$ cat config.mk
export PLATFORM = sky130hd
export DESIGN_NAME = csru_front
export DESIGN_NICKNAME = d
export VERILOG_FILES = /design/src/rtl/csru_pkg.sv /design/src/rtl/csru_front.sv
export SDC_FILE = /design/constraint.sdc
export NUM_CORES = 1
export LEC_CHECK = 0
export ABC_AREA = 0
export BUFFER_PORTS_ARGS = -buffer_cell sky130_fd_sc_hd__buf_2
export CAP_MARGIN = 15
export CORE_ASPECT_RATIO = 1.1
export CORE_MARGIN = 8
export CORE_UTILIZATION = 40
export CTS_CLUSTER_SIZE = 10
export DETAILED_ROUTE_END_ITERATION = 8
export GPL_TIMING_DRIVEN = 0
export PLACE_DENSITY = 0.76
export SLEW_MARGIN = 20
export SYNTH_ARGS = -nofsm -noshare
export SYNTH_HDL_FRONTEND = slang
export SYNTH_SLANG_ARGS = --single-unit
$ cat constraint.sdc
create_clock -name clk -period 3.2 [get_ports clk]
set_input_delay 0.64 -clock clk [delete_from_list [all_inputs] [get_ports clk]]
set_output_delay 0.64 -clock clk [all_outputs]
set_load 0.005 [all_outputs]
$ cat src/rtl/csru_pkg.sv
// Package for the crypto stream reassembly unit: sizes, beat layouts,
// command and state types shared by the front, queue, back and top level.
// No dependencies.
`timescale 1ns / 1ps

package csru_pkg;

    // Reassembly buffer size and derived address width
    localparam int BUFFER_BYTES = 4096;
    localparam int BUF_AW       = $clog2(BUFFER_BYTES);

    // Field widths
    localparam int ACTION_W = 2;
    localparam int OFFSET_W = 62;
    localparam int LEN_W    = 16;
    localparam int BYTE_W   = 8;
    localparam int PREFIX_W = 13;

    // Frame end sum: one bit above the length, wide enough for any address
    localparam int END_W = LEN_W + 1;

    // Input tdata layout, lowest field first
    localparam int LEN_LSB     = OFFSET_W;
    localparam int IDX_LSB     = LEN_LSB + LEN_W;
    localparam int BYTE_LSB    = IDX_LSB + LEN_W;
    localparam int IN_TDATA_W  = ((BYTE_LSB + BYTE_W + 7) / 8) * 8;
    localparam int OUT_TDATA_W = ((PREFIX_W + 1 + 7) / 8) * 8;

    // Buffer word: data byte with its filled mark on top
    localparam int WORD_W   = BYTE_W + 1;
    localparam int MARK_BIT = BYTE_W;

    // Command queue between front and back
    localparam int CMD_DEPTH = 4;
    localparam int CMD_PW    = $clog2(CMD_DEPTH);

    typedef enum logic [ACTION_W-1:0] {
        ACT_DATA       = 2'd0,
        ACT_DECODE_ERR = 2'd1,
        ACT_END_PKT    = 2'd2
    } action_t;

    typedef enum logic [1:0] {
        CMD_REPORT,
        CMD_STORE,
        CMD_SCAN
    } cmd_kind_t;

    typedef struct packed {
        cmd_kind_t           kind;
        logic [BUF_AW-1:0]   pos;
        logic [BYTE_W-1:0]   data;
        logic                status;
    } cmd_t;

    typedef enum logic [1:0] {
        BK_CLEAR,
        BK_RUN,
        BK_SCAN,
        BK_POST
    } back_state_t;

endpackage

$ cat src/rtl/csru_front.sv
// Front end: accepts input beats, checks frame bounds, tracks the packet
// failure flag and turns each beat into one command. Uses csru_pkg.
`timescale 1ns / 1ps

module csru_front
    import csru_pkg::*;
(
    input  logic                clk,
    input  logic                rst_n,
    input  logic                s_tvalid,
    output logic                s_tready,
    input  logic [ACTION_W-1:0] action,
    input  logic [OFFSET_W-1:0] frame_offset,
    input  logic [LEN_W-1:0]    frame_length,
    input  logic [LEN_W-1:0]    byte_index,
    input  logic [BYTE_W-1:0]   data_byte,
    input  logic                fifo_full,
    input  logic                clear_busy,
    output logic                push,
    output cmd_t                cmd
);

    logic             fail_reg;
    logic             fail_next;
    logic             offset_high;
    logic [END_W-1:0] frame_end;
    logic             overflow;

    assign s_tready = !fifo_full && !clear_busy;
    assign push     = s_tvalid && s_tready;

    // Frame end beyond buffer: any offset bit above the address, or sum too big
    assign offset_high = |frame_offset[OFFSET_W-1:BUF_AW];
    assign frame_end   = END_W'(frame_offset[BUF_AW-1:0]) + END_W'(frame_length);
    assign overflow    = offset_high || (frame_end > END_W'(BUFFER_BYTES));

    always_comb
    begin
        fail_next  = fail_reg;
        cmd.kind   = CMD_REPORT;
        cmd.pos    = frame_offset[BUF_AW-1:0] + byte_index[BUF_AW-1:0];
        cmd.data   = data_byte;
        cmd.status = fail_reg;
        case (action)
            ACT_DATA:
            begin
                if (!fail_reg)
                begin
                    if (overflow)
                    begin
                        fail_next  = 1'b1;
                        cmd.status = 1'b1;
                    end
                    else if (byte_index < frame_length)
                    begin
                        cmd.kind = CMD_STORE;
                    end
                end
            end
            ACT_DECODE_ERR:
            begin
                fail_next  = 1'b1;
                cmd.status = 1'b1;
            end
            ACT_END_PKT:
            begin
                // status reports the packet just ended; flag clears for the next
                if (!fail_reg)
                begin
                    cmd.kind = CMD_SCAN;
                end
                fail_next = 1'b0;
            end
            default:
            begin
                fail_next = fail_reg;
            end
        endcase
    end

    always_ff @(posedge clk or negedge rst_n)
    begin
        if (!rst_n)
        begin
            fail_reg <= 1'b0;
        end
        else if (push)
        begin
            fail_reg <= fail_next;
        end
    end

endmodule

==> results <==
- The final reports fail on setup timing.
- The data required time of the worst path is around 2.6 ns.
- For this run, the register share of the synthesized area comes to 0.0117.
- Of all nets on the critical path, the largest fanout is 2.
- Adding up every negative setup slack in the final design gives -0.767 ns.
- For this run, design rule violations remaining after detail routing come to 0.
- The maximum clock frequency is about 280 MHz.
- The number of antenna violations at the first check in global routing is 0.
- Counting flops with a built-in enable in the synthesized netlist gives 0.
- After the first detailed-routing iteration, the DRC count stood at just under 90.
- The completed layout was analyzed and its total power is between 500 and 600 uW.
- The number of setup violations in the final report is 2.
- The global placement routability congestion is between 0.8 and 0.9.
- Setup repair after global routing could not meet its margin everywhere.
- Detailed placement ended at an HPWL of a little over 6000 microns.
- For this configuration, the core starts out at a cell density of 0.406.
- The count of endpoints failing hold in the final timing report came to 0.
- The via count of the first global-routing pass was 2693.
- The count of placed standard cells in the final layout, fillers left out is between 400 and 500.
- In this run the remaining antenna-violating nets after routing total 0.
- The clock transition at the register clock pins on the worst setup and hold paths after CTS is 0 ns.
- Once placement completed, the tool counted placed cells totaling 475.
- The number of warnings printed during yosys synthesis is 0.
- The worst setup path endpoint is cmd[21].
- The minimum setup slack after placement is -0.524 ns.
- The measured slew at the worst slew-check pin is about 0.47 ns.
- For the worst-skew pair, the clock arrives at the later sink with an insertion delay of 0 ns.
- After detailed placement, the total cell area comes to between 2000 and 3000 sq um.
- The per-cell via count in the routed design is 5.49.
- The final net count is approximately 580.
- After synthesis the netlist holds a flip-flop and latch count of 1.
- The dominant cell by count in the synthesized netlist is sky130_fd_sc_hd__ha_1.
- For this run, the share of the core covered by cells in the final layout is 0.594.
- The synthesized netlist net count is roughly 440.
- The mapped netlist covers approximately 2100 sq um.
- The count of buffers added on input and output ports is ~130.
- The number of iterations in the first detailed-routing pass is 4.
- Each instance of the synthesized netlist takes up on average 7.36 sq um.
- The endpoint identified for the worst register-to-register timing path is fail_reg$_DFFE_PN0P_.
- Entering global routing, the biggest net connects 10 pins.
- The worst vdd rail ir drop is between 0.09 and 0.1 mV.
- The worst hold margin is between 0.4 and 0.5 ns.
- The max-slew violation count is 0.
- The number of top-level pins is around 130.
- The area share of the leading cell type in the synthesized netlist is 0.246.
- The startpoint identified for the worst register-to-register timing path is fail_reg$_DFFE_PN0P_.
- Across all register-to-register paths, the minimum setup slack is roughly 1.4 ns.
- The final clock period utilization by the worst path is 1.13.
- Compared with the post-synthesis result, the final layout area differs by 46.3%.
- The cell count of the worst reg-to-reg path is 7.
- The relative slew slack is 0.686.
- In the synthesized netlist the dominant register cell turns out to be sky130_fd_sc_hd__dfrtp_1.
- The clock tree skew after final layout is 0 ns.
- After clock tree synthesis, the flow added hold-fix buffers numbering 0.
- The number of standard-cell rows in the floorplan is 28.
- The critical path endpoint category is a primary output.
- The antenna diode count is 0.
- The ratio of cells with drive above 1 in the final layout is 0.447.
- The arrival time at the worst endpoint is between 2 and 3 ns.
- The total area inside the core boundary comes to roughly 5300 sq um.
- The routed design could run at a clock period as short as between 3 and 4 ns.
- After routing the design area is between 3000 and 4000 sq um.
- The wire length of the first global-routing pass is 11100 microns.
- The startpoint of the most critical setup path is frame_offset[0].
- The element type at the critical path start is an input pin.
- Max-cap violations in this run came to 0.
- By area the synthesized netlist is led by sky130_fd_sc_hd__ha_1 25%, sky130_fd_sc_hd__inv_1 5.6%, sky130_fd_sc_hd__a21oi_1 4.7%.
- The final setup slack of the worst path is -0.413 ns.
- The total wire length is slightly above 7000 microns.
- The flow ran to the end, but the final reports show violations.
- Across all layers, the routed design uses around 2.7k vias.
- In the synthesized netlist, the number of instances is between 200 and 300.
- The type of the worst setup path is input pin to primary output.
- The post-synthesis cell type count is 58.
- The leading area contributor after synthesis is sky130_fd_sc_hd__ha_1.
- The routed length per instance is 14.9 microns.
- The tightest min-delay check is of the input pin to asynchronous set/reset pin type.
- The die span in x is roughly 86 microns.
- The power density over the cells is ~170 nW/um^2.
- For this run, asynchronously set or reset flops after synthesis account for 1.00.
- For this design the static power due to leakage is between 1.5 and 2 nW.
- The vertical die dimension is approximately 90 microns.
- In the global route stage, overall resource usage came out at 0.159.
- The number of flip-flops under the largest register name is 1.
- The commonest cells after synthesis are 42 x sky130_fd_sc_hd__ha_1, 32 x sky130_fd_sc_hd__inv_1, 20 x sky130_fd_sc_hd__a21oi_1.
- The area enclosed by the die boundary is between 7000 and 8000 sq um.
- The total congestion overflow is 0.
-- final cells by class --
cell class / instances / area [sq um]
well taps: 60 / 75.1
plain buffers: 11 / 92.6
flip-flops and latches: 1 / 25.0
inverters: 32 / 120
fillers: 500 / 2130
multi-input cells: 245 / 2070
repair buffers: 138 / 739
-- worst min-delay path by stage --
stage | endpoint | cells after the start
2_1_floorplan | fail_reg$_DFFE_PN0P_ | 0
3_3_place_gp | fail_reg$_DFFE_PN0P_ | 1
3_5_place_dp | fail_reg$_DFFE_PN0P_ | 1
4_1_cts | fail_reg$_DFFE_PN0P_ | 1
5_1_grt | fail_reg$_DFFE_PN0P_ | 1
6_report | fail_reg$_DFFE_PN0P_ | 1
-- timing repair --
item                                    in CTS  in global routing
buffers inserted                             8                  5
endpoints found under the setup margin       4                  7
pin swaps                                   12                 17
resized for setup                           11                 24
-- routing by layer --
| metal | share of wire | GRT usage |
|---|---|---|
| met5 | 0 | 0 |
| met4 | 0.011 | 0.0205 |
| met3 | 0.074 | 0.0399 |
| met2 | 0.53 | 0.309 |
| met1 | 0.39 | 0.169 |
-- cells in the final DEF, fill, tap and decap left out, drive strengths merged, types with 2 or more instances in the layout --
cell type,Yosys,final
o21a,7,7
fa,2,2
nor4,15,15
nor2b,6,6
nor2,16,16
a221oi,2,2
inv,32,32
or3,3,3
nor3,10,10
a31oi,2,2
ha,42,42
and2,4,4
a2111oi,4,4
xnor2,6,6
nand4,8,8
a21o,6,6
nor3b,3,3
o211ai,3,3
nand2,12,12
a211o,4,4
o31a,2,2
o21ai,16,16
and3,4,4
a21oi,20,20
nand2b,6,6
a211oi,6,6
buf,11,148
nand3,10,10
or2,3,3
xor2,4,4
o22ai,3,3
o31ai,2,2
o21bai,3,3
-- logic make-up (layout without fill, tap and decap cells) --
group / Yosys count / after routing / synth area share
adder cells (fa/ha/maj): 44 / 44 / 0.265
AND/OR/NAND/NOR: 102 / 102 / 0.267
multiplexers: 2 / 2 / 0.0117
XOR/XNOR: 10 / 10 / 0.0410
AO/OA/AOI/OAI: 87 / 87 / 0.299
buffers and inverters: 44 / 181 / 0.105
flip-flops: 1 / 1 / 0.0117
-- report_power, final --
group	switching [mW]	internal, mW
combinational	0.255	0.263
sequential	0.00280	0.0156
clock	0	0
-- critical path, stage by stage --
cell and delay, ns:
sky130_fd_sc_hd__buf_8 0.10, sky130_fd_sc_hd__ha_4 0.15, sky130_fd_sc_hd__fa_1 0.44, sky130_fd_sc_hd__or4_4 0.52, sky130_fd_sc_hd__a211oi_2 0.20, sky130_fd_sc_hd__o2111ai_2 0.18, sky130_fd_sc_hd__nor3_4 0.16, sky130_fd_sc_hd__nand4_1 0.17
sky130_fd_sc_hd__a211oi_2 0.26, sky130_fd_sc_hd__buf_2 0.14
Note: power is estimated with default switching activity, not from simulation.
