File: config.mk
export PLATFORM = sky130hd
export DESIGN_NAME = csru_fifo
export DESIGN_NICKNAME = d
export VERILOG_FILES = /design/src/rtl/csru_pkg.sv /design/src/rtl/csru_fifo.sv
export SDC_FILE = /design/constraint.sdc
export NUM_CORES = 1
export LEC_CHECK = 0
export BUFFER_PORTS_ARGS = -buffer_cell sky130_fd_sc_hd__clkbuf_2
export CAP_MARGIN = 20
export CORE_MARGIN = 2
export CORE_UTILIZATION = 60
export DETAILED_ROUTE_END_ITERATION = 8
export PLACE_DENSITY = 0.83
export REMOVE_ABC_BUFFERS = 1
export SLEW_MARGIN = 20
export SYNTH_ARGS = -nofsm -noshare
export SYNTH_HDL_FRONTEND = slang
export SYNTH_SLANG_ARGS = --single-unit
File: constraint.sdc
create_clock -name clk -period 3.6 [get_ports clk]
set_clock_uncertainty 0.05 [all_clocks]
set_input_delay 0.54 -clock clk [delete_from_list [all_inputs] [get_ports clk]]
set_output_delay 0.54 -clock clk [all_outputs]
set_load 0.05 [all_outputs]
File: src/rtl/csru_pkg.sv
// Package for the crypto stream reassembly unit: sizes, beat layouts,
// command and state types shared by the front, queue, back and top level.
// No dependencies.
`timescale 1ns / 1ps

package csru_pkg;

    // Reassembly buffer size and derived address width
    localparam int BUFFER_BYTES = 4096;
    localparam int BUF_AW       = $clog2(BUFFER_BYTES);

    // Field widths
    localparam int ACTION_W = 2;
    localparam int OFFSET_W = 62;
    localparam int LEN_W    = 16;
    localparam int BYTE_W   = 8;
    localparam int PREFIX_W = 13;

    // Frame end sum: one bit above the length, wide enough for any address
    localparam int END_W = LEN_W + 1;

    // Input tdata layout, lowest field first
    localparam int LEN_LSB     = OFFSET_W;
    localparam int IDX_LSB     = LEN_LSB + LEN_W;
    localparam int BYTE_LSB    = IDX_LSB + LEN_W;
    localparam int IN_TDATA_W  = ((BYTE_LSB + BYTE_W + 7) / 8) * 8;
    localparam int OUT_TDATA_W = ((PREFIX_W + 1 + 7) / 8) * 8;

    // Buffer word: data byte with its filled mark on top
    localparam int WORD_W   = BYTE_W + 1;
    localparam int MARK_BIT = BYTE_W;

    // Command queue between front and back
    localparam int CMD_DEPTH = 4;
    localparam int CMD_PW    = $clog2(CMD_DEPTH);

    typedef enum logic [ACTION_W-1:0] {
        ACT_DATA       = 2'd0,
        ACT_DECODE_ERR = 2'd1,
        ACT_END_PKT    = 2'd2
    } action_t;

    typedef enum logic [1:0] {
        CMD_REPORT,
        CMD_STORE,
        CMD_SCAN
    } cmd_kind_t;

    typedef struct packed {
        cmd_kind_t           kind;
        logic [BUF_AW-1:0]   pos;
        logic [BYTE_W-1:0]   data;
        logic                status;
    } cmd_t;

    typedef enum logic [1:0] {
        BK_CLEAR,
        BK_RUN,
        BK_SCAN,
        BK_POST
    } back_state_t;

endpackage

File: src/rtl/csru_fifo.sv
// Short command queue between front and back end.
// Uses csru_pkg.
`timescale 1ns / 1ps

module csru_fifo
    import csru_pkg::*;
(
    input  logic clk,
    input  logic rst_n,
    input  logic push,
    input  cmd_t push_cmd,
    input  logic pop,
    output cmd_t head_cmd,
    output logic full,
    output logic empty
);

    cmd_t              entries_reg [CMD_DEPTH];
    logic [CMD_PW-1:0] wr_ptr_reg;
    logic [CMD_PW-1:0] rd_ptr_reg;
    logic [CMD_PW:0]   count_reg;
    logic [CMD_PW:0]   count_next;

    assign full     = (count_reg == (CMD_PW + 1)'(CMD_DEPTH));
    assign empty    = (count_reg == '0);
    assign head_cmd = entries_reg[rd_ptr_reg];

    always_comb
    begin
        count_next = count_reg;
        if (push && !pop)
        begin
            count_next = count_reg + 1'b1;
        end
        else if (pop && !push)
        begin
            count_next = count_reg - 1'b1;
        end
    end

    always_ff @(posedge clk)
    begin
        if (push)
        begin
            entries_reg[wr_ptr_reg] <= push_cmd;
        end
    end

    always_ff @(posedge clk or negedge rst_n)
    begin
        if (!rst_n)
        begin
            wr_ptr_reg <= '0;
            rd_ptr_reg <= '0;
            count_reg  <= '0;
        end
        else
        begin
            if (push)
            begin
                wr_ptr_reg <= wr_ptr_reg + 1'b1;
            end
            if (pop)
            begin
                rd_ptr_reg <= rd_ptr_reg + 1'b1;
            end
            count_reg <= count_next;
        end
    end

endmodule

==> flow_summary.json, run 1 <==
{
  "ir_worst_vdd_uv": 576.4,
  "multi_input_area_sq_um": 740.7,
  "max_freq_mhz": 365.2,
  "seq_area_frac_synth_pct": 78.21,
  "cts-root-buf": "clkbuf_8",
  "arrival_ns": 2.15,
  "drive_gt1_share_pct": 41.74,
  "worstSetupStartpointType": "flip-flop",
  "place_ws_ns": 1.200,
  "fill_cells": 357,
  "path_clk_slew_ns": 0.10,
  "antenna_found_initial": 0,
  "rows": 28,
  "top_usage_layer": "met2",
  "syn-cell-area_sq_um": 3756,
  "numCtsBuffers": 9,
  "cts_tree": "yes",
  "hold_path.class": "input port to flip-flop",
  "setup_viol": 0,
  "drc": 0,
  "drt_iter0_markers": 75,
  "track_usage_pct": 17.85,
  "critPathKind": "flip-flop to output port",
  "cap_violations": 0,
  "grt_use_met2_pct": 28.74,
  "path_cells": "mux4_1, clkbuf_2",
  "port-buffer-count": 51,
  "synth_cell_types": 19,
  "relSlewSlack_pct": 30.05,
  "routedWlPerCell_um": 19.43,
  "grt-ovfl-total": 0,
  "ff_latch_area_sq_um": 2939,
  "grt_pass1_wl_mm": 9.121,
  "met1_usage_pct": 22.95,
  "tns_ns": 0,
  "layout_min_cycle_time_ns": 2.739,
  "drt-total-wl_mm": 5.694,
  "coreArea_sq_um": 5991,
  "final_common_cell": "edfxtp_1",
  "grt_pass1_vias": 1789,
  "num_io_pins": 52,
  "largest_register_ff_count": 92,
  "crit_slowest_cell": "dfrtp_2",
  "dr_total_vias": 1650,
  "finalPower_mw": 3.861,
  "fin_nets": 246,
  "worst_pin_slew_ns": 1.049,
  "fin_crit_sh_pct": 76.07,
  "endpoint_kind": "output port",
  "dieArea_sq_um": 6909,
  "via_per_inst": 5.631,
  "gp_congestion": 0.6809,
  "cts_num_sinks": 99,
  "avgSynthCellArea_sq_um": 24.23,
  "cts_resized": 0,
  "hpwl_mm": 3.605,
  "leakagePower_nw": 1.531,
  "max_stage_delay_ns": 0.90,
  "fin_ws_ns": 0.8615,
  "netlist_instances": 155,
  "use_met3_pct": 4.672,
  "hold_viol_final": 0,
  "die_w_um": 83.12,
  "grt_start_max_net_pins": 26,
  "start_util_pct": 62.70,
  "rsz0062_at_grt": "false",
  "firstDrtPassIters": 4,
  "synth-seq-cells": 99,
  "ant_nets": 0,
  "drv_slew": 0,
  "clockBufferDepth": 2,
  "fin_util_pct": 71.53,
  "area_growth_pct": 14.09,
  "clock_latency_ns": 0.35,
  "mostFrequentLayoutCells": "92 x edfxtp_1, 51 x clkbuf_2, 18 x mux4_2",
  "crit_fanout": 25,
  "pwr_density_cell_nw_per_um2": 900.9,
  "die_h_um": 83.12,
  "status": "completed",
  "htreeDepth": 3,
  "antenna_cells": 0,
  "ys_warn_count": 0,
  "required_ns": 3.01
}
[where the power goes]
group          internal [mW]  switching [mW]
registers               1.51           0.203
logic                  0.449           0.930
clock network          0.394           0.371
[area by class of cell]
class,instances,share of cell area (%)
Clock inverter,7,2.336
Tap cell,75,2.190
Inverter,4,0.3504
Multi-Input combinational cell,46,17.28
Timing Repair Buffer,53,6.365
Sequential cell,99,68.58
Clock buffer,9,2.891
[layer usage]
| layer | vias up | share of wire [%] |
|---|---|---|
| met3 | 9 | 4.5 |
| li1 | 753 | - |
| met4 | 0 | 1.7 |
| met2 | 50 | 51 |
| met5 | - | 0 |
| met1 | 838 | 42 |
[synthesized netlist by cell type]
| cell | count | area share (%) |
|---|---|---|
| and2_1 | 4 | 0.67 |
| buf_2 | 3 | 0.40 |
| ha_1 | 5 | 1.7 |
| mux4_2 | 18 | 11 |
| o21ai_0 | 1 | 0.13 |
| inv_1 | 4 | 0.40 |
| dfrtp_1 | 7 | 4.7 |
| buf_6 | 1 | 0.30 |
| buf_12 | 2 | 1.1 |
| xnor2_1 | 2 | 0.47 |
| fa_1 | 1 | 0.53 |
| mux2_2 | 1 | 0.30 |
| mux4_1 | 5 | 3.5 |
| nor2_1 | 1 | 0.10 |
| edfxtp_1 | 92 | 74 |
| nor3b_1 | 1 | 0.20 |
| nor3_1 | 1 | 0.13 |
| xor2_1 | 4 | 0.93 |
| nand2_1 | 2 | 0.20 |
[metrics by stage]
| step | hold slack [ns] | area, sq um | std cells |
|---|---|---|---|
| after CTS | 0.3336 | 4282 | 293 |
| after global placement | 0.3278 | 4048 | 276 |
| final | 0.3453 | 4285 | 293 |
| after detailed placement | 0.3355 | 4048 | 276 |
| after global routing | 0.3347 | 4285 | 293 |
| after floorplan | 0.1944 | 3690 | 149 |
[logic make-up (layout without fill, tap and decap cells)]
logic type	after synthesis	in the layout	share of synthesized area, %
AND/OR/NAND/NOR	9	9	1.299
AO/OA/AOI/OAI	1	1	0.1331
buffers and inverters	10	73	2.165
flip-flops	99	99	78.21
XOR/XNOR	6	6	1.399
multiplexers	24	24	14.59
adder cells (fa/ha/maj)	6	6	2.199
[what timing repair did]
item	4_1_cts	5_1_grt
hold buffers	1	0
endpoints found under the hold margin	7	0
setup buffers	0	0
[critical path, delay by kind of cell (launching register included)]
family | cells | cell delay [ns]
buffers and inverters | 1 | 0.25
multiplexers | 1 | 0.64
flip-flops | 1 | 0.90
[final timing paths]
path	startpoint	slack, ns	end	cells after the start
worst max-delay path	rd_ptr_reg[0]	0.86	head_cmd[20]	2
worst min-delay path	push_cmd[0]	0.35	entries_reg[0][0]	1
worst max register to register	wr_ptr_reg[0]	1.95	entries_reg[0][8]	3
worst min register to register	count_reg[2]	0.45	count_reg[2]	1
max in group asynchronous	rst_n	2.82	rd_ptr_reg[0]	2
min in group asynchronous	rst_n	0.50	rd_ptr_reg[1]	2
Note: power is estimated with default switching activity, not from simulation.
==> run 2, diff against run 1 <==
--- a/config.mk
+++ b/config.mk
@@ -8,9 +8,9 @@
 export BUFFER_PORTS_ARGS = -buffer_cell sky130_fd_sc_hd__clkbuf_2
 export CAP_MARGIN = 20
 export CORE_MARGIN = 2
-export CORE_UTILIZATION = 60
+export CORE_UTILIZATION = 56
 export DETAILED_ROUTE_END_ITERATION = 8
-export PLACE_DENSITY = 0.83
+export PLACE_DENSITY = 0.78
 export REMOVE_ABC_BUFFERS = 1
 export SLEW_MARGIN = 20
 export SYNTH_ARGS = -nofsm -noshare
==> constraint.sdc (replaced) <==
create_clock -name clk -period 2.8 [get_ports clk]
set_clock_uncertainty 0.05 [all_clocks]
set_input_delay 0.42 -clock clk [delete_from_list [all_inputs] [get_ports clk]]
set_output_delay 0.42 -clock clk [all_outputs]
set_load 0.05 [all_outputs]
==> run 2 against run 1 <==
The run now ends with DRC left. Largest power group unchanged. Combinational power rose by 45%. Clock power is 2% higher. Total power is 26% higher.
==> flow_summary.json, run 2 (synthesis gave the netlist of run 1 again) <==
{
  "routedWlPerCell_um": 19.54,
  "arrival_ns": 2.00,
  "track_usage_pct": 18.12,
  "fin_crit_sh_pct": 88.34,
  "grt_pass1_wl_mm": 9.466,
  "clockBufferDepth": 2,
  "crit_slowest_cell": "dfrtp_2",
  "hold_path.class": "input port to flip-flop",
  "max_stage_delay_ns": 0.60,
  "drive_gt1_share_pct": 42.11,
  "tns_ns": 0,
  "fin_util_pct": 67.19,
  "firstDrtPassIters": 8,
  "drc": 4,
  "ir_worst_vdd_uv": 689.8,
  "violations": "DRC",
  "ant_nets": 0,
  "top_usage_layer": "met2",
  "grt_start_max_net_pins": 17,
  "cts_tree": "yes",
  "fin_nets": 256,
  "cts_setup_buffers": 0,
  "critPathKind": "flip-flop to output port",
  "drt_iter0_markers": 98,
  "endpoint_kind": "output port",
  "crit_fanout": 16,
  "die_h_um": 85.90,
  "rsz0062_at_grt": "false",
  "setup_viol": 0,
  "area_growth_pct": 14.89,
  "hpwl_mm": 4.106,
  "grt_pass1_vias": 1860,
  "cts_num_sinks": 99,
  "antenna_cells": 0,
  "dieArea_sq_um": 7379,
  "fill_cells": 444,
  "path_clk_slew_ns": 0.09,
  "use_met3_pct": 4.427,
  "max_freq_mhz": 404.3,
  "cp_top_family": "flip-flops",
  "dr_total_vias": 1695,
  "worstSetupStartpointType": "flip-flop",
  "cap_violations": 0,
  "drv_slew": 0,
  "final_common_cell": "edfxtp_1",
  "htreeDepth": 3,
  "status": "complete, but fails checks",
  "numCtsBuffers": 9,
  "pwr_density_cell_nw_per_um2": 1128,
  "gp_congestion": 0.7046,
  "clock_latency_ns": 0.34,
  "largest_register_ff_count": 92,
  "via_per_inst": 5.557,
  "mostFrequentLayoutCells": "92 x edfxtp_1, 51 x clkbuf_2, 18 x mux4_2",
  "fin_ws_ns": 0.3266,
  "worst_pin_slew_ns": 0.3599,
  "die_w_um": 85.90,
  "cts-root-buf": "clkbuf_8",
  "rows": 29,
  "met1_usage_pct": 22.28,
  "port-buffer-count": 51,
  "required_ns": 2.33,
  "layout_min_cycle_time_ns": 2.473,
  "antenna_found_initial": 0,
  "crit_buf_inv": 2,
  "grt-ovfl-total": 0,
  "start_util_pct": 58.48,
  "num_io_pins": 52,
  "place_ws_ns": 0.6854,
  "grt_use_met2_pct": 30.66,
  "drt-total-wl_mm": 5.959,
  "hold_viol_final": 0,
  "leakagePower_nw": 1.559,
  "relSlewSlack_pct": 76.00,
  "path_cells": "buf_12, mux4_1, clkbuf_2",
  "coreArea_sq_um": 6422
}
## run 2: cell types whose count changed in the layout (fill, tap and decap cells not counted), moves of 2 or more
cell       previous run  this run
buf_4                 1        10
and2_2                3         0
and2_1                1         4
bufinv_16             2         0
## run 2: area by class of cell
class / instances / area (sq um) / share of cell area (%)
flip-flops and latches: 99 / 2939 / 68.11
multi-input cells: 46 / 737.0 / 17.08
repair buffers: 63 / 360.3 / 8.350
clock buffers: 10 / 127.6 / 2.957
well taps: 77 / 96.34 / 2.233
clock inverters: 6 / 40.04 / 0.9278
inverters: 4 / 15.01 / 0.3479
## run 2: metal layers
metal	part of all wire, %	up-vias
met5	0	-
met4	1.4	0
met3	4.3	6
met2	54	45
met1	40	871
li1	-	773
## run 2: power breakdown
part | switching [mW] | internal, mW
combinational | 1.35 | 0.652
sequential | 0.140 | 1.95
clock | 0.460 | 0.322
## run 2: path summary, 6_finish.rpt
path | depth (start not counted) | end | startpoint | slack, ns
worst max-delay path | 3 | head_cmd[19] | rd_ptr_reg[0] | 0.33
min in group asynchronous | 2 | count_reg[0] | rst_n | 0.39
worst max register to register | 4 | entries_reg[0][10] | wr_ptr_reg[0] | 1.38
max in group asynchronous | 2 | rd_ptr_reg[0] | rst_n | 2.12
worst min register to register | 1 | count_reg[2] | count_reg[2] | 0.43
worst min-delay path | 1 | entries_reg[2][22] | push_cmd[22] | 0.24
## run 2: timing repair
action                                 CTS  global route
resized for setup                        0             0
endpoints found under the hold margin    7             0
hold buffers                             1             0
## run 2: stage by stage
stage	total power [mW]	cells	instance area [sq um]	hold WS, ns
after global routing	5.089	305	4315	0.2128
after floorplan	3.607	149	3690	0.07441
after CTS	4.930	305	4315	0.2198
after global placement	4.077	288	4138	0.2167
after detailed placement	4.150	288	4138	0.2239
final	4.870	305	4315	0.2375
==> run 3, diff against run 2 <==
--- a/config.mk
+++ b/config.mk
@@ -7,7 +7,6 @@
 export LEC_CHECK = 0
 export BUFFER_PORTS_ARGS = -buffer_cell sky130_fd_sc_hd__clkbuf_2
 export CAP_MARGIN = 20
-export CORE_MARGIN = 2
 export CORE_UTILIZATION = 56
 export DETAILED_ROUTE_END_ITERATION = 8
 export PLACE_DENSITY = 0.78
==> run 3 against run 2 <==
The run still ends with DRC left. Final area shrank 0.26%. Die area shrank 4.6%. Non-clock buffer count shrank 5. Worst setup slack gained 0.096 ns. Worst hold slack lost 0.0077 ns. Clock power grew 6.5%. Routed wire length shrank 1.0%. Maximum frequency grew 4.1%. First-iteration DRC count grew 2.0%. Utilization shrank 0.18 points.
==> flow_summary.json, run 3 (synthesis gave the netlist of run 1 again) <==
{
  "status": "complete, but fails checks",
  "violations": "DRC",
  "cp_top_family": "multiplexers",
  "rows": 29,
  "ff2ff_setup_slack_ns": 1.01,
  "crit_end": "head_cmd[19]",
  "hpwl_mm": 3.770,
  "die_w_um": 83.90,
  "required_ns": 2.33,
  "max_stage_delay_ns": 0.57,
  "worstSetupStartpointType": "flip-flop",
  "crit_cells": 3,
  "coreArea_sq_um": 6422,
  "cts_resized": 0,
  "pwr_density_cell_nw_per_um2": 1138,
  "clock_latency_ns": 0.35,
  "largest_register_ff_count": 92,
  "grt-ovfl-total": 0,
  "drt-total-wl_mm": 5.897,
  "numCtsBuffers": 9,
  "drive_gt1_share_pct": 41.26,
  "cts_num_sinks": 99,
  "hold_viol_final": 0,
  "grt_pass1_wl_mm": 9.204,
  "cp-startpoint": "rd_ptr_reg[0]",
  "p_seq_share_pct": 42.3,
  "final_common_cell": "edfxtp_1",
  "grt_pass1_vias": 1785,
  "hold_depth": 1,
  "cap_violations": 0,
  "comb_power_share_pct": 40.7,
  "drt_iter0_markers": 100,
  "r2r_end": "entries_reg[0][19]",
  "arrival_ns": 1.91,
  "ant_nets": 0,
  "ir_worst_vdd_uv": 921.3,
  "mostFrequentLayoutCells": "92 x edfxtp_1, 51 x clkbuf_2, 18 x mux4_2",
  "path_clk_slew_ns": 0.10,
  "layout_min_cycle_time_ns": 2.377,
  "internal-power_mw": 2.918,
  "relSlewSlack_pct": 56.03,
  "fin_crit_sh_pct": 84.89,
  "gp_congestion": 0.6912,
  "reg2reg_from": "wr_ptr_reg[0]",
  "endpoint_kind": "output port",
  "worst_pin_slew_ns": 0.6596,
  "htreeDepth": 3,
  "area_growth_pct": 14.59,
  "crit_slowest_cell": "mux4_1",
  "antenna_cells": 0,
  "rsz0062_at_grt": "false",
  "dr_total_vias": 1692,
  "cts_tree": "yes",
  "routedWlPerCell_um": 19.66,
  "hold_path.class": "input port to flip-flop",
  "antenna_found_initial": 0,
  "num_io_pins": 52,
  "clkPwrFrac_pct": 17.0,
  "finalPower_mw": 4.898,
  "start_util_pct": 58.48,
  "cts_setup_buffers": 0,
  "track_usage_pct": 18.60,
  "port-buffer-count": 51,
  "swShare_pct": 40.42,
  "ff2ff_path_depth": 4,
  "leakagePower_nw": 1.551,
  "crit_fanout": 21,
  "clockBufferDepth": 2,
  "cts-root-buf": "clkbuf_8",
  "tns_ns": 0,
  "via_per_inst": 5.640,
  "drc": 11,
  "dieArea_sq_um": 7039,
  "power_switching_mw": 1.979,
  "drv_slew": 0,
  "die_h_um": 83.90,
  "grt_start_max_net_pins": 24,
  "fin_nets": 251,
  "crit_buf_inv": 2,
  "setup_viol": 0,
  "firstDrtPassIters": 6,
  "critPathKind": "flip-flop to output port",
  "max_freq_mhz": 420.7,
  "path_cells": "buf_12, mux4_1, clkbuf_2"
}
## run 3: cell types whose count changed in the layout (fill, tap and decap cells not counted)
cell        before  now
inv_6            1    4
inv_8            0    1
buf_4           10    4
clkbuf_1         1    0
clkinvlp_4       3    1
clkinv_2         1    0
buf_12           1    2
## run 3: cell type report
class | instances | area [sq um]
clock buffer | 9 | 123.9
clock inverter | 7 | 57.56
fill | 421 | 2118
inverter | 4 | 15.01
multi-input combinational | 46 | 737.0
sequential | 99 | 2939
tap | 77 | 96.34
timing repair buffer | 58 | 335.3
## run 3: per-stage QoR
stage / area (sq um) / setup WS, ns / util (%) / hold WS (ns) / std cells
floorplan: 3690 / 0.3420 / - / 0.07441 / 149
global placement: 4113 / 0.8463 / 64.04 / 0.2118 / 283
detailed placement: 4113 / 0.8218 / 64.04 / 0.2128 / 283
CTS: 4304 / 0.3951 / 67.02 / 0.2143 / 300
global route: 4304 / 0.3368 / 67.02 / 0.2104 / 300
finish: 4304 / 0.4230 / 67.02 / 0.2298 / 300
## run 3: worst min-delay path by stage
stage,from,slack (ns),end
after floorplan,rst_n,0.07,count_reg[0]
after global placement,rst_n,0.21,count_reg[2]
after detailed placement,rst_n,0.21,wr_ptr_reg[1]
after CTS,push_cmd[14],0.21,entries_reg[3][14]
after global routing,push_cmd[14],0.21,entries_reg[3][14]
final,push_cmd[20],0.23,entries_reg[3][20]
## run 3: power groups by stage
stage                     Sequential [mW]  Combinational (mW)  Clock, mW
after detailed placement             2.11                2.02          0
after global placement               2.07                1.97          0
after CTS                            2.08                2.03      0.855
after global routing                 2.10                2.10      0.909
final                                2.07                1.99      0.833
after floorplan                      2.16                1.45          0
## run 3: what timing repair did
action,in CTS,in global routing
setup endpoints to repair,0,0
hold buffers,1,0
endpoints found under the hold margin,7,0
## run 3: per-layer routing
layer / part of all wire (%) / GRT usage (%) / up-vias
met3: 4.3 / 4.055 / 6
li1: - / - / 762
met2: 55 / 32.56 / 49
met4: 1.1 / 8.934 / 0
met5: 0 / 0 / -
met1: 39 / 21.92 / 875
